===== src/wrtp_pkg.sv =====
// Package for the weighted random tile pick block: payload structs, chain control structs,
// field widths and default parameter values. It depends on nothing else.
package wrtp_pkg;

   localparam int unsigned MAX_ENTRIES = 16;
   localparam int unsigned WEIGHT_BITS = 8;
   localparam int unsigned RANDOM_BITS = 16;

   localparam int unsigned INDEX_BITS        = 4;
   localparam int unsigned TYPE_BITS         = 4;
   localparam int unsigned FIELD_WEIGHT_BITS = 8;
   localparam int unsigned FIELD_RANDOM_BITS = 16;
   localparam int unsigned CNT_BITS          = 5;

   localparam logic KIND_WRITE = 1'b0;
   localparam logic KIND_PICK  = 1'b1;

   typedef struct packed {
      logic                         kind;
      logic [INDEX_BITS-1:0]        entry_index;
      logic [TYPE_BITS-1:0]         entry_type;
      logic [FIELD_WEIGHT_BITS-1:0] entry_weight;
      logic [TYPE_BITS-1:0]         query_type;
      logic [FIELD_RANDOM_BITS-1:0] random_value;
   } wrtp_req_type;

   typedef struct packed {
      logic                  found;
      logic [INDEX_BITS-1:0] picked_index;
   } wrtp_rsp_type;

   // Broadcast from the controller to every cell of the chain.
   typedef struct packed {
      logic                         wr_en;
      logic [INDEX_BITS-1:0]        wr_index;
      logic [TYPE_BITS-1:0]         wr_type;
      logic [FIELD_WEIGHT_BITS-1:0] wr_weight;
      logic [TYPE_BITS-1:0]         query_type;
      logic [CNT_BITS-1:0]          tile_count;
      logic                         pass2;
   } wrtp_cmd_type;

   // Control part of the token that walks down the chain.
   typedef struct packed {
      logic valid;
      logic any;
      logic hit;
   } wrtp_tok_type;

endpackage


===== src/weighted_random_tile_pick.sv =====
// Weighted random tile pick: a write item updates one table entry and yields no result. Depends on
// wrtp_pkg and wrtp_cell. A pick sends a token twice down a chain of MAX_ENTRIES cells, one
// cell per cycle: the first pass sums the weights, the second finds the entry. The second pass
// is skipped with no match or zero total weight. No new item is taken until the result has been
// registered in the output register, which waits while an older result is still stalled.
// Synchronous active-high reset clears the table, the tile count and all control state.
module weighted_random_tile_pick #(
   parameter int unsigned MAX_ENTRIES = wrtp_pkg::MAX_ENTRIES,
   parameter int unsigned WEIGHT_BITS = wrtp_pkg::WEIGHT_BITS,
   parameter int unsigned RANDOM_BITS = wrtp_pkg::RANDOM_BITS
) (
   input  logic                          clock,
   input  logic                          reset,
   input  logic                          req_valid,
   output logic                          req_stall,
   input  wrtp_pkg::wrtp_req_type        req_data,
   output logic                          rsp_valid,
   input  logic                          rsp_stall,
   output wrtp_pkg::wrtp_rsp_type        rsp_data,
   input  logic                          csr_wr_en,
   input  logic [wrtp_pkg::CNT_BITS-1:0] csr_wr_data
);

   localparam int unsigned IDX_W  = $clog2(MAX_ENTRIES);
   localparam int unsigned SUM_W  = WEIGHT_BITS + IDX_W;
   localparam int unsigned THR_W  = SUM_W + RANDOM_BITS;
   localparam int unsigned PROD_W = THR_W + 1;

   localparam logic [2:0] ST_IDLE  = 3'd0;
   localparam logic [2:0] ST_SUM   = 3'd1;
   localparam logic [2:0] ST_SCALE = 3'd2;
   localparam logic [2:0] ST_PICK  = 3'd3;
   localparam logic [2:0] ST_DONE  = 3'd4;

   logic [2:0]                      state_ff, state_in;
   logic                            inject_ff, inject_in;
   logic                            pass2_ff, pass2_in;
   logic [wrtp_pkg::TYPE_BITS-1:0]  qtype_ff, qtype_in;
   logic [RANDOM_BITS-1:0]          rnd_ff, rnd_in;
   logic [wrtp_pkg::CNT_BITS-1:0]   tile_ff, tile_in;
   logic [SUM_W-1:0]                total_ff, total_in;
   logic [IDX_W-1:0]                last_ff, last_in;
   logic                            found_ff, found_in;
   logic [IDX_W-1:0]                pick_ff, pick_in;
   logic [THR_W-1:0]                thr_ff, thr_in;
   logic                            rsp_valid_ff, rsp_valid_in;
   wrtp_pkg::wrtp_rsp_type          rsp_data_ff, rsp_data_in;

   logic                            accept;
   logic [RANDOM_BITS:0]            rnd_p1;
   logic [PROD_W-1:0]               prod;
   wrtp_pkg::wrtp_cmd_type          cmd;

   wrtp_pkg::wrtp_tok_type chain_tok [MAX_ENTRIES+1];
   logic [SUM_W-1:0]       chain_sum [MAX_ENTRIES+1];
   logic [IDX_W-1:0]       chain_idx [MAX_ENTRIES+1];

   assign req_stall = (state_ff != ST_IDLE);
   assign accept    = req_valid && !req_stall;

   always_comb begin
      cmd.wr_en      = accept && (req_data.kind == wrtp_pkg::KIND_WRITE);
      cmd.wr_index   = req_data.entry_index;
      cmd.wr_type    = req_data.entry_type;
      cmd.wr_weight  = req_data.entry_weight;
      cmd.query_type = qtype_ff;
      cmd.tile_count = tile_ff;
      cmd.pass2      = pass2_ff;
   end

   assign chain_tok[0] = '{valid: inject_ff, any: 1'b0, hit: 1'b0};
   assign chain_sum[0] = '0;
   assign chain_idx[0] = '0;

   for (genvar g = 0; g < MAX_ENTRIES; g++) begin : g_cell
      wrtp_cell #(
         .IDX         (g),
         .MAX_ENTRIES (MAX_ENTRIES),
         .WEIGHT_BITS (WEIGHT_BITS),
         .RANDOM_BITS (RANDOM_BITS)
      ) u_cell (
         .clock    (clock),
         .reset    (reset),
         .cmd      (cmd),
         .thr      (thr_ff),
         .prev_tok (chain_tok[g]),
         .prev_sum (chain_sum[g]),
         .prev_idx (chain_idx[g]),
         .cell_tok (chain_tok[g+1]),
         .cell_sum (chain_sum[g+1]),
         .cell_idx (chain_idx[g+1])
      );
   end

   assign rnd_p1 = {1'b0, rnd_ff} + {{RANDOM_BITS{1'b0}}, 1'b1};
   assign prod   = PROD_W'(rnd_p1) * PROD_W'(total_ff);

   always_comb begin
      state_in     = state_ff;
      inject_in    = 1'b0;
      pass2_in     = pass2_ff;
      qtype_in     = qtype_ff;
      rnd_in       = rnd_ff;
      tile_in      = csr_wr_en ? csr_wr_data : tile_ff;
      total_in     = total_ff;
      last_in      = last_ff;
      found_in     = found_ff;
      pick_in      = pick_ff;
      thr_in       = thr_ff;
      rsp_valid_in = rsp_valid_ff && rsp_stall;
      rsp_data_in  = rsp_data_ff;

      case (state_ff)
         ST_IDLE: begin
            if (accept && (req_data.kind == wrtp_pkg::KIND_PICK)) begin
               qtype_in  = req_data.query_type;
               rnd_in    = req_data.random_value[RANDOM_BITS-1:0];
               inject_in = 1'b1;
               pass2_in  = 1'b0;
               state_in  = ST_SUM;
            end
         end
         ST_SUM: begin
            if (chain_tok[MAX_ENTRIES].valid) begin
               total_in = chain_sum[MAX_ENTRIES];
               last_in  = chain_idx[MAX_ENTRIES];
               found_in = chain_tok[MAX_ENTRIES].any;
               pick_in  = chain_tok[MAX_ENTRIES].any ? chain_idx[MAX_ENTRIES] : '0;
               // With no match (not found, index zero) or a zero total (the last match) the answer is known.
               if (chain_tok[MAX_ENTRIES].any && (chain_sum[MAX_ENTRIES] != '0)) begin
                  state_in = ST_SCALE;
               end else begin
                  state_in = ST_DONE;
               end
            end
         end
         ST_SCALE: begin
            thr_in    = prod[THR_W-1:0];
            inject_in = 1'b1;
            pass2_in  = 1'b1;
            state_in  = ST_PICK;
         end
         ST_PICK: begin
            if (chain_tok[MAX_ENTRIES].valid) begin
               pick_in  = chain_tok[MAX_ENTRIES].hit ? chain_idx[MAX_ENTRIES] : last_ff;
               state_in = ST_DONE;
            end
         end
         ST_DONE: begin
            if (!rsp_valid_ff || !rsp_stall) begin
               rsp_valid_in             = 1'b1;
               rsp_data_in.found        = found_ff;
               rsp_data_in.picked_index = wrtp_pkg::INDEX_BITS'(pick_ff);
               state_in                 = ST_IDLE;
            end
         end
         default: begin
            state_in = ST_IDLE;
         end
      endcase
   end

   always_ff @(posedge clock) begin
      if (reset) begin
         state_ff     <= ST_IDLE;
         inject_ff    <= 1'b0;
         pass2_ff     <= 1'b0;
         tile_ff      <= '0;
         rsp_valid_ff <= 1'b0;
      end else begin
         state_ff     <= state_in;
         inject_ff    <= inject_in;
         pass2_ff     <= pass2_in;
         tile_ff      <= tile_in;
         rsp_valid_ff <= rsp_valid_in;
      end
      qtype_ff    <= qtype_in;
      rnd_ff      <= rnd_in;
      total_ff    <= total_in;
      last_ff     <= last_in;
      found_ff    <= found_in;
      pick_ff     <= pick_in;
      thr_ff      <= thr_in;
      rsp_data_ff <= rsp_data_in;
   end

   assign rsp_valid = rsp_valid_ff;
   assign rsp_data  = rsp_data_ff;

`ifndef NO_ASSERTIONS
   a_token_only_in_pass: assert property (@(posedge clock) disable iff (reset)
      chain_tok[MAX_ENTRIES].valid |-> (state_ff == ST_SUM || state_ff == ST_PICK))
      else $error("token left the chain outside a pass");

   a_second_pass_hits: assert property (@(posedge clock) disable iff (reset)
      (chain_tok[MAX_ENTRIES].valid && state_ff == ST_PICK) |-> chain_tok[MAX_ENTRIES].hit)
      else $error("second pass ended without selecting an entry");

   a_not_found_zero: assert property (@(posedge clock) disable iff (reset)
      (rsp_valid_ff && !rsp_data_ff.found) |-> (rsp_data_ff.picked_index == '0))
      else $error("not-found result carries a nonzero index");

   a_pick_starts: assert property (@(posedge clock) disable iff (reset)
      (accept && req_data.kind == wrtp_pkg::KIND_PICK) |=> (inject_ff && state_ff == ST_SUM))
      else $error("accepted pick did not start the sum pass");
`endif

endmodule


===== src/wrtp_cell.sv =====
// One cell of the pick chain: holds one table entry and one token stage.
// Depends on wrtp_pkg for the command and token structs.
module wrtp_cell #(
   parameter int unsigned IDX         = 0,
   parameter int unsigned MAX_ENTRIES = wrtp_pkg::MAX_ENTRIES,
   parameter int unsigned WEIGHT_BITS = wrtp_pkg::WEIGHT_BITS,
   parameter int unsigned RANDOM_BITS = wrtp_pkg::RANDOM_BITS
) (
   input  logic                            clock,
   input  logic                            reset,
   input  wrtp_pkg::wrtp_cmd_type          cmd,
   input  logic [WEIGHT_BITS+$clog2(MAX_ENTRIES)+RANDOM_BITS-1:0] thr,
   input  wrtp_pkg::wrtp_tok_type          prev_tok,
   input  logic [WEIGHT_BITS+$clog2(MAX_ENTRIES)-1:0] prev_sum,
   input  logic [$clog2(MAX_ENTRIES)-1:0]  prev_idx,
   output wrtp_pkg::wrtp_tok_type          cell_tok,
   output logic [WEIGHT_BITS+$clog2(MAX_ENTRIES)-1:0] cell_sum,
   output logic [$clog2(MAX_ENTRIES)-1:0]  cell_idx
);

   localparam int unsigned IDX_W = $clog2(MAX_ENTRIES);
   localparam int unsigned SUM_W = WEIGHT_BITS + IDX_W;
   localparam int unsigned THR_W = SUM_W + RANDOM_BITS;

   logic [wrtp_pkg::TYPE_BITS-1:0] type_ff, type_in;
   logic [WEIGHT_BITS-1:0]         weight_ff, weight_in;
   wrtp_pkg::wrtp_tok_type         tok_ff, tok_in;
   logic [SUM_W-1:0]               sum_ff, sum_in;
   logic [IDX_W-1:0]               idx_ff, idx_in;

   logic             wr_hit;
   logic             active;
   logic             match;
   logic             take;
   logic [SUM_W-1:0] sum_add;
   logic [THR_W-1:0] scaled;

   always_comb begin
      wr_hit    = cmd.wr_en && (32'(cmd.wr_index) == 32'(IDX));
      type_in   = wr_hit ? cmd.wr_type : type_ff;
      weight_in = wr_hit ? WEIGHT_BITS'(cmd.wr_weight) : weight_ff;

      active  = 32'(cmd.tile_count) > 32'(IDX);
      match   = prev_tok.valid && active && (type_ff == cmd.query_type) && !prev_tok.hit;
      sum_add = match ? (prev_sum + SUM_W'(weight_ff)) : prev_sum;
      // floor(sum * 2^R / total) > r holds exactly when sum * 2^R >= (r + 1) * total.
      scaled  = {sum_add, {RANDOM_BITS{1'b0}}};
      take    = cmd.pass2 ? (match && (scaled >= thr)) : match;

      tok_in.valid = prev_tok.valid;
      tok_in.any   = prev_tok.any | match;
      tok_in.hit   = prev_tok.hit | (cmd.pass2 && take);
      sum_in       = sum_add;
      idx_in       = take ? IDX_W'(IDX) : prev_idx;
   end

   always_ff @(posedge clock) begin
      if (reset) begin
         type_ff      <= '0;
         weight_ff    <= '0;
         tok_ff.valid <= 1'b0;
      end else begin
         type_ff      <= type_in;
         weight_ff    <= weight_in;
         tok_ff.valid <= tok_in.valid;
      end
      tok_ff.any <= tok_in.any;
      tok_ff.hit <= tok_in.hit;
      sum_ff     <= sum_in;
      idx_ff     <= idx_in;
   end

   assign cell_tok = tok_ff;
   assign cell_sum = sum_ff;
   assign cell_idx = idx_ff;

endmodule


===== config.mk =====
export PLATFORM = sky130hd
export DESIGN_NAME = weighted_random_tile_pick
export DESIGN_NICKNAME = d
export VERILOG_FILES = /design/src/wrtp_pkg.sv /design/src/weighted_random_tile_pick.sv /design/src/wrtp_cell.sv
export SDC_FILE = /design/constraint.sdc
export NUM_CORES = 2
export LEC_CHECK = 0
export BUFFER_PORTS_ARGS = -buffer_cell sky130_fd_sc_hd__buf_2
export CAP_MARGIN = 10
export CORE_MARGIN = 10
export CORE_UTILIZATION = 64
export DETAILED_ROUTE_END_ITERATION = 7
export PLACE_DENSITY = 0.88
export SLEW_MARGIN = 20
export SYNTH_ARGS = -nofsm -noshare
export SYNTH_HDL_FRONTEND = slang
export SYNTH_SLANG_ARGS = --single-unit

===== constraint.sdc =====
create_clock -name clock -period 8.7 [get_ports clock]
set_clock_uncertainty 0.05 [all_clocks]
set_input_delay 0.435 -clock clock [delete_from_list [all_inputs] [get_ports clock]]
set_output_delay 0.435 -clock clock [all_outputs]
set_load 0.01 [all_outputs]

Word-level counts from Yosys, hierarchy flattened
Index checks and enable logic that the tools add are counted.

word-level totals
  flip-flop bits (word level) = 577
  input port bits = 47
  output and inout bits = 7
  logic and storage cells = 425

operators by class
  $add $sub $neg = 16
  $mul = 1
  $lt $le $gt $ge = 32
  equal/unequal tests = 39
  muxes and demuxes = 50
  bitwise gates (word level) = 31
  reductions and logical operators = 131

operators by type and width
  operator                                                               count
  28-bit greater-or-equal comparator                                     16
  12-bit by 8-bit adder with 12-bit output                               15
  12-bit 2-to-1 mux                                                      15
  1-bit logical AND                                                      100
  4-bit == test                                                          16
  5-bit by 4-bit > comparator with 1-bit output (second input constant)  8
  4-bit == test (second input constant)                                  8
  1-bit OR                                                               30
  17-bit by 12-bit multiplier with 28-bit output                         1
  1-bit 2-to-1 mux                                                       21
  5-bit by 3-bit > comparator with 1-bit output (second input constant)  4
  1-bit zero test                                                        18
  16-bit by 1-bit adder with 17-bit output (second input constant)       1
  4-bit by 3-bit == test with 1-bit output (second input constant)       4
  4-bit 2-to-1 mux                                                       4
  3-bit 2-to-1 mux                                                       5
  3-bit case mux with 5 select lines                                     1
  12-bit nonzero test                                                    1
  5-bit by 1-bit > comparator with 1-bit output (second input constant)  2
  5-bit by 2-bit > comparator with 1-bit output (second input constant)  2
  4-bit by 2-bit == test with 1-bit output (second input constant)       2
  8-bit 2-to-1 mux                                                       1
  4-bit case mux with 2 select lines                                     1
  2-bit AND reduction                                                    4
  other kinds (15)                                                       20

Longest topological paths before layout
  depth in word-level cells = 10
  mapped depth = 24

Modules after synthesis
A second synthesis with hierarchy kept.

second synthesis, totals
  cells, all modules = 4095
  area total of the unflattened synthesis = 38366.8 sq um

by module, submodules not included
  module                         instances  cells an instance  area an instance (sq um)
  weighted_random_tile_pick      1          976                9599.2
  wrtp_cell (g_cell[12].u_cell)  1          213                1926.8
  wrtp_cell (g_cell[2].u_cell)   1          191                1831.8
  wrtp_cell (g_cell[6].u_cell)   1          196                1810.5
  wrtp_cell (g_cell[13].u_cell)  1          199                1809.2
  wrtp_cell (g_cell[4].u_cell)   1          204                1809.2
  wrtp_cell (g_cell[10].u_cell)  1          197                1801.7
  wrtp_cell (g_cell[0].u_cell)   1          190                1796.7
  wrtp_cell (g_cell[7].u_cell)   1          197                1795.5
  wrtp_cell (g_cell[8].u_cell)   1          193                1789.2
  wrtp_cell (g_cell[14].u_cell)  1          194                1781.7
  wrtp_cell (g_cell[11].u_cell)  1          201                1775.5
  wrtp_cell (g_cell[3].u_cell)   1          187                1771.7
  wrtp_cell (g_cell[15].u_cell)  1          195                1769.2
  +3 rows                        --         --                 --

Least setup slack after synthesis
OpenSTA, ideal clock, no wires.

  kind = register to register
  start = register rnd_ff[0]
  end = register thr_ff[26] (data pin)
  setup time = 264 ps
  arrival = 5821 ps
  path slack = 2565 ps
  stages on the path, launching flop included = 23
  buffers on the path = 1
  clock period less this slack = 6135 ps
  path through = edfxtp_1 ha_1 and3_1 nand3_1 xnor2_1 clkbuf_1 nand2_1 fa_1 fa_1 inv_1 fa_1 fa_1 inv_1 fa_1 inv_1 ha_1 a21o_1 a31o_2 a211oi_1 and2_1 a221oi_1 a221oi_1 xnor2_1

between the ends
  longest elaborated chain between the ends = 2

ends and longest elaborated chain
  element                                         line                              text
  start, declared                                 weighted_random_tile_pick.sv:39   logic [RANDOM_BITS-1:0] rnd_ff, rnd_in;
  start signal, assigned                          weighted_random_tile_pick.sv:178  rnd_ff <= rnd_in;
  16-bit by 1-bit adder with 17-bit output        weighted_random_tile_pick.sv:95   assign rnd_p1 = {1'b0, rnd_ff} + {{RANDOM_BITS{1'b0}}, 1'b1};
  17-bit by 12-bit multiplier with 28-bit output  weighted_random_tile_pick.sv:96   assign prod = PROD_W'(rnd_p1) * PROD_W'(total_ff);
  net prod[26]                                    weighted_random_tile_pick.sv:51   logic [PROD_W-1:0] prod;
  end signal, assigned                            weighted_random_tile_pick.sv:183  thr_ff <= thr_in;
  end, declared                                   weighted_random_tile_pick.sv:45   logic [THR_W-1:0] thr_ff, thr_in;

The timed path passes the listed nets, and every way through them passes these cells.
A chain may end at the register's enable or synchronous reset.

Final worst setup path
Same ends and word-level chain as after synthesis.

==> out/metrics.yaml <==
critical_path:
  end_kind: "flop"
  critPathLaunchType: "flop"
  reg2reg_from: "rnd_ff[0]$_DFFE_PP_"
  crit_type: "reg2reg"
  critPathMaxFanout: 15
  rr_worst_depth: 19
  r2r_slack_ns: 1.47
  worst_ep_required_time_ns: 9.01
  reg2reg_to: "thr_ff[26]$_DFFE_PP_"
  crit_arrival_ns: 7.54
pwr:
  seqPwrFrac_pct: 34.0
  power_switching_share_pct: 33.33
  ir_drop_mv: 0.2758
  p_comb_share_pct: 34.5
  clockPowerShare_pct: 31.5
  intPower_mw: 5.448
  power.density_mw_per_mm2: 221.9
  p_leak_nw: 18.16
  power.switching_mw: 2.724
  total_power_mw: 8.172
clock_network:
  clkTransAtPathRegs_ns: 0.07
  cts_root_buffer: "clkbuf_16"
  cts_repair_resize_count: 0
  htreeDepth: 2
  clk_latency_ns: 0.62
  postCtsSetupRepairBufs: 0
  numCtsBuffers: 56
  cts_hold_buf: 20
  cts_tree: "built"
  clk_path_buf_depth: 3
  cts_sinks: 556
sta:
  worst_slew_pin_slew_ns: 1.114
  finalCritPeriodShare_pct: 83.08
  maxSlewViolCount: 0
  rsz0062_at_grt: "no"
  fmax_mhz: 138.4
  period_minus_slack_ns: 7.228
  hold_violations: 0
  final-setup-viol-count: 0
  setup_tns_ns: 0
  relSlewSlack_pct: 25.63
grt:
  grt_max_degree: 108
  first_global_vias: 26920
  grt_util_all_layers_pct: 26.69
  gr-total-overflow: 0
  antenna_found_initial: 1
  grt_pass1_wl_um: 137300
synth:
  synth_area_mm2: 0.03383
  synth.top_cell.area_share_pct: 28.52
  syn-num-nets: 4036
  synth_mux_area_share_pct: 7.157
  avgSynthCellArea_um2: 9.783
  synth-seq-area-share_pct: 35.09
  synthSimpleGateAreaFrac_pct: 13.58
  ys.flop_type: "dfxtp_1"
  synth_cell_types: 70
  synth_warnings: 0
  synth_top_area_cell: "dfxtp_1"
  ys_seq_elements: 556
  synth-edff-count: 74
  synth_area_leaders: "dfxtp_1 (29%), ha_1 (14%), fa_1 (9.7%)"
  async_reset_ff_share_pct: 0
  synth_xor_area_share_pct: 5.877
  synth_top_family_by_area: "adder cells"
  synth-adder-area-share_pct: 23.28
  yosysMostFrequentCell: "dfxtp_1"
  synth_cells: 3458
  synth_compound_area_share_pct: 10.50
  synth_common_cells: "dfxtp_1 (482), ha_1 (367), nand2_1 (279), nor2_1 (279), inv_1 (262)"
hold_path:
  hp-class: "in2reg"
  holdCritStartpoint: "csr_wr_data[2]"
  hold_depth: 3
  hold-path-endpoint: "tile_ff[2]$_SDFFE_PP0P_"
detailed_routing:
  drt_iter0_drc: 1786
  routed-via-count: 25420
  viasPerCell: 6.011
  ant_nets: 0
  wl_per_cell_um: 19.90
  remaining_drc_errors: 0
  firstDrtPassIters: 7
  wirelength_um: 84140
layout:
  syn2layout_area_growth_pct: 8.847
  drive_above_1_share_pct: 7.825
  fin_cells: 4228
  seqCellArea_mm2: 0.01187
  fillCellCount: 3454
  nets: 4072
  postLayoutCoreUtil_pct: 70.21
  diodes: 0
  multiInputGateArea_mm2: 0.02044
job:
  drv_cap: 0
placed_design:
  dp_cells: 4104
  place_hpwl_um: 57860
  gp_congestion: 0.8730
  portBuffers: 53
die:
  die_area_mm2: 0.06245
  fp-row-count: 84
  die_height_um: 249.9
  num_io_pins: 54
  start_util_pct: 64.50
  core-area_mm2: 0.05245
  chipWidth_um: 249.9
run_status:
  status: "complete, no violations"
## per-stage QoR
| stage | worst slack [ns] | instance area (µm²) | hold slack (ns) |
|---|---|---|---|
| floorplan | 2.565 | 33830 | 0.3363 |
| global placement | 1.772 | 34650 | 0.3398 |
| detailed placement | 1.560 | 34650 | 0.3436 |
| CTS | 1.549 | 36820 | 0.004562 |
| global route | 1.027 | 36820 | 0.04359 |
| finish | 1.472 | 36820 | 0.01437 |
## power by group through the flow
stage | registers (mW) | logic (mW) | clock network, mW
final | 2.78 | 2.82 | 2.57
after floorplan | 2.83 | 2.15 | 0
after global routing | 2.78 | 3.21 | 2.69
after CTS | 2.78 | 2.81 | 2.58
after global placement | 2.83 | 2.68 | 0
after detailed placement | 2.84 | 2.75 | 0
## logic make-up after synthesis
group,after synthesis
DFF,556
buffers and inverters,387
adders and majority gates,531
xor gates and xnor gates,227
muxes,237
and+or+nand+nor,956
AOI/OAI and AO/OA,564
## worst max-delay path by stage
stage / from / to / slack (ns) / cells past startpoint
floorplan: rnd_ff[0]$_DFFE_PP_ / thr_ff[26]$_DFFE_PP_ / 2.57 / 22
global placement: rnd_ff[0]$_DFFE_PP_ / thr_ff[26]$_DFFE_PP_ / 1.77 / 20
detailed placement: rnd_ff[0]$_DFFE_PP_ / thr_ff[26]$_DFFE_PP_ / 1.56 / 20
CTS: rnd_ff[0]$_DFFE_PP_ / thr_ff[26]$_DFFE_PP_ / 1.55 / 19
global route: rnd_ff[0]$_DFFE_PP_ / thr_ff[26]$_DFFE_PP_ / 1.03 / 20
finish: rnd_ff[0]$_DFFE_PP_ / thr_ff[26]$_DFFE_PP_ / 1.47 / 19
## registers in the layout, summed over array words and instances (netlist names), 4 cells and up
signal	flops
g_cell.u_cell.cell_idx	49
last_ff	4
rsp_data	5
g_cell.u_cell.cell_tok	48
total_ff	12
pick_ff	4
qtype_ff	4
rnd_ff	16
tile_ff	5
g_cell.u_cell.cell_sum	182
thr_ff	28
g_cell.u_cell.type_ff	64
g_cell.u_cell.weight_ff	128
## worst max-delay path: stages, from the launching register on
cell and delay, ns:
edfxtp_1 0.64, ha_1 0.28, and3_1 0.34, and3_1 0.26
xor2_1 0.76, and2_1 0.26, fa_1 0.44, fa_1 0.50
fa_1 0.53, fa_1 0.58, inv_1 0.08, fa_1 0.54
inv_1 0.04, ha_1 0.38, a21oi_1 0.11, o21ai_0 0.29
nor3_1 0.09, a221oi_1 0.46, a221oi_1 0.19, xnor2_1 0.16
## final cells by class
type / instances / share of cell area (%)
clock buffers: 76 / 4.394
clock inverters: 28 / 0.9514
inverters: 262 / 2.671
multi-input cells: 2515 / 55.51
flip-flops and latches: 556 / 32.24
well taps: 688 / 2.338
repair buffers: 103 / 1.893
## cell usage in the layout, fill, tap and decap left out, drive strengths merged, types with 8 or more instances in the layout
master         n
nand3         42
o211ai        17
nor2b         88
a31oi         12
edfxtp        74
mux2i        198
and2          85
and3          14
o21ai        146
xnor2        143
buf           83
a211oi        20
o21bai        24
or2           38
fa           164
clkbuf        76
nor2         280
ha           367
a2111oi        8
o2111ai       11
dlygate4sd3   20
nand2        279
a21o          97
inv          264
o31ai         15
nand4         29
xor2          84
mux2          39
nand2b        28
nor4          13
dfxtp        482
clkinv        17
nor3          32
a21oi        161
## metal layers
| metal | share of wire [%] | GRT usage, % | up-vias |
|---|---|---|---|
| li1 | - | - | 11850 |
| met1 | 39 | 30.58 | 12200 |
| met2 | 48 | 46.04 | 1015 |
| met3 | 7.2 | 5.160 | 352 |
| met4 | 5.6 | 14.89 | 2 |
| met5 | 0.015 | 0 | - |
Note: power is estimated with default switching activity, not from simulation.
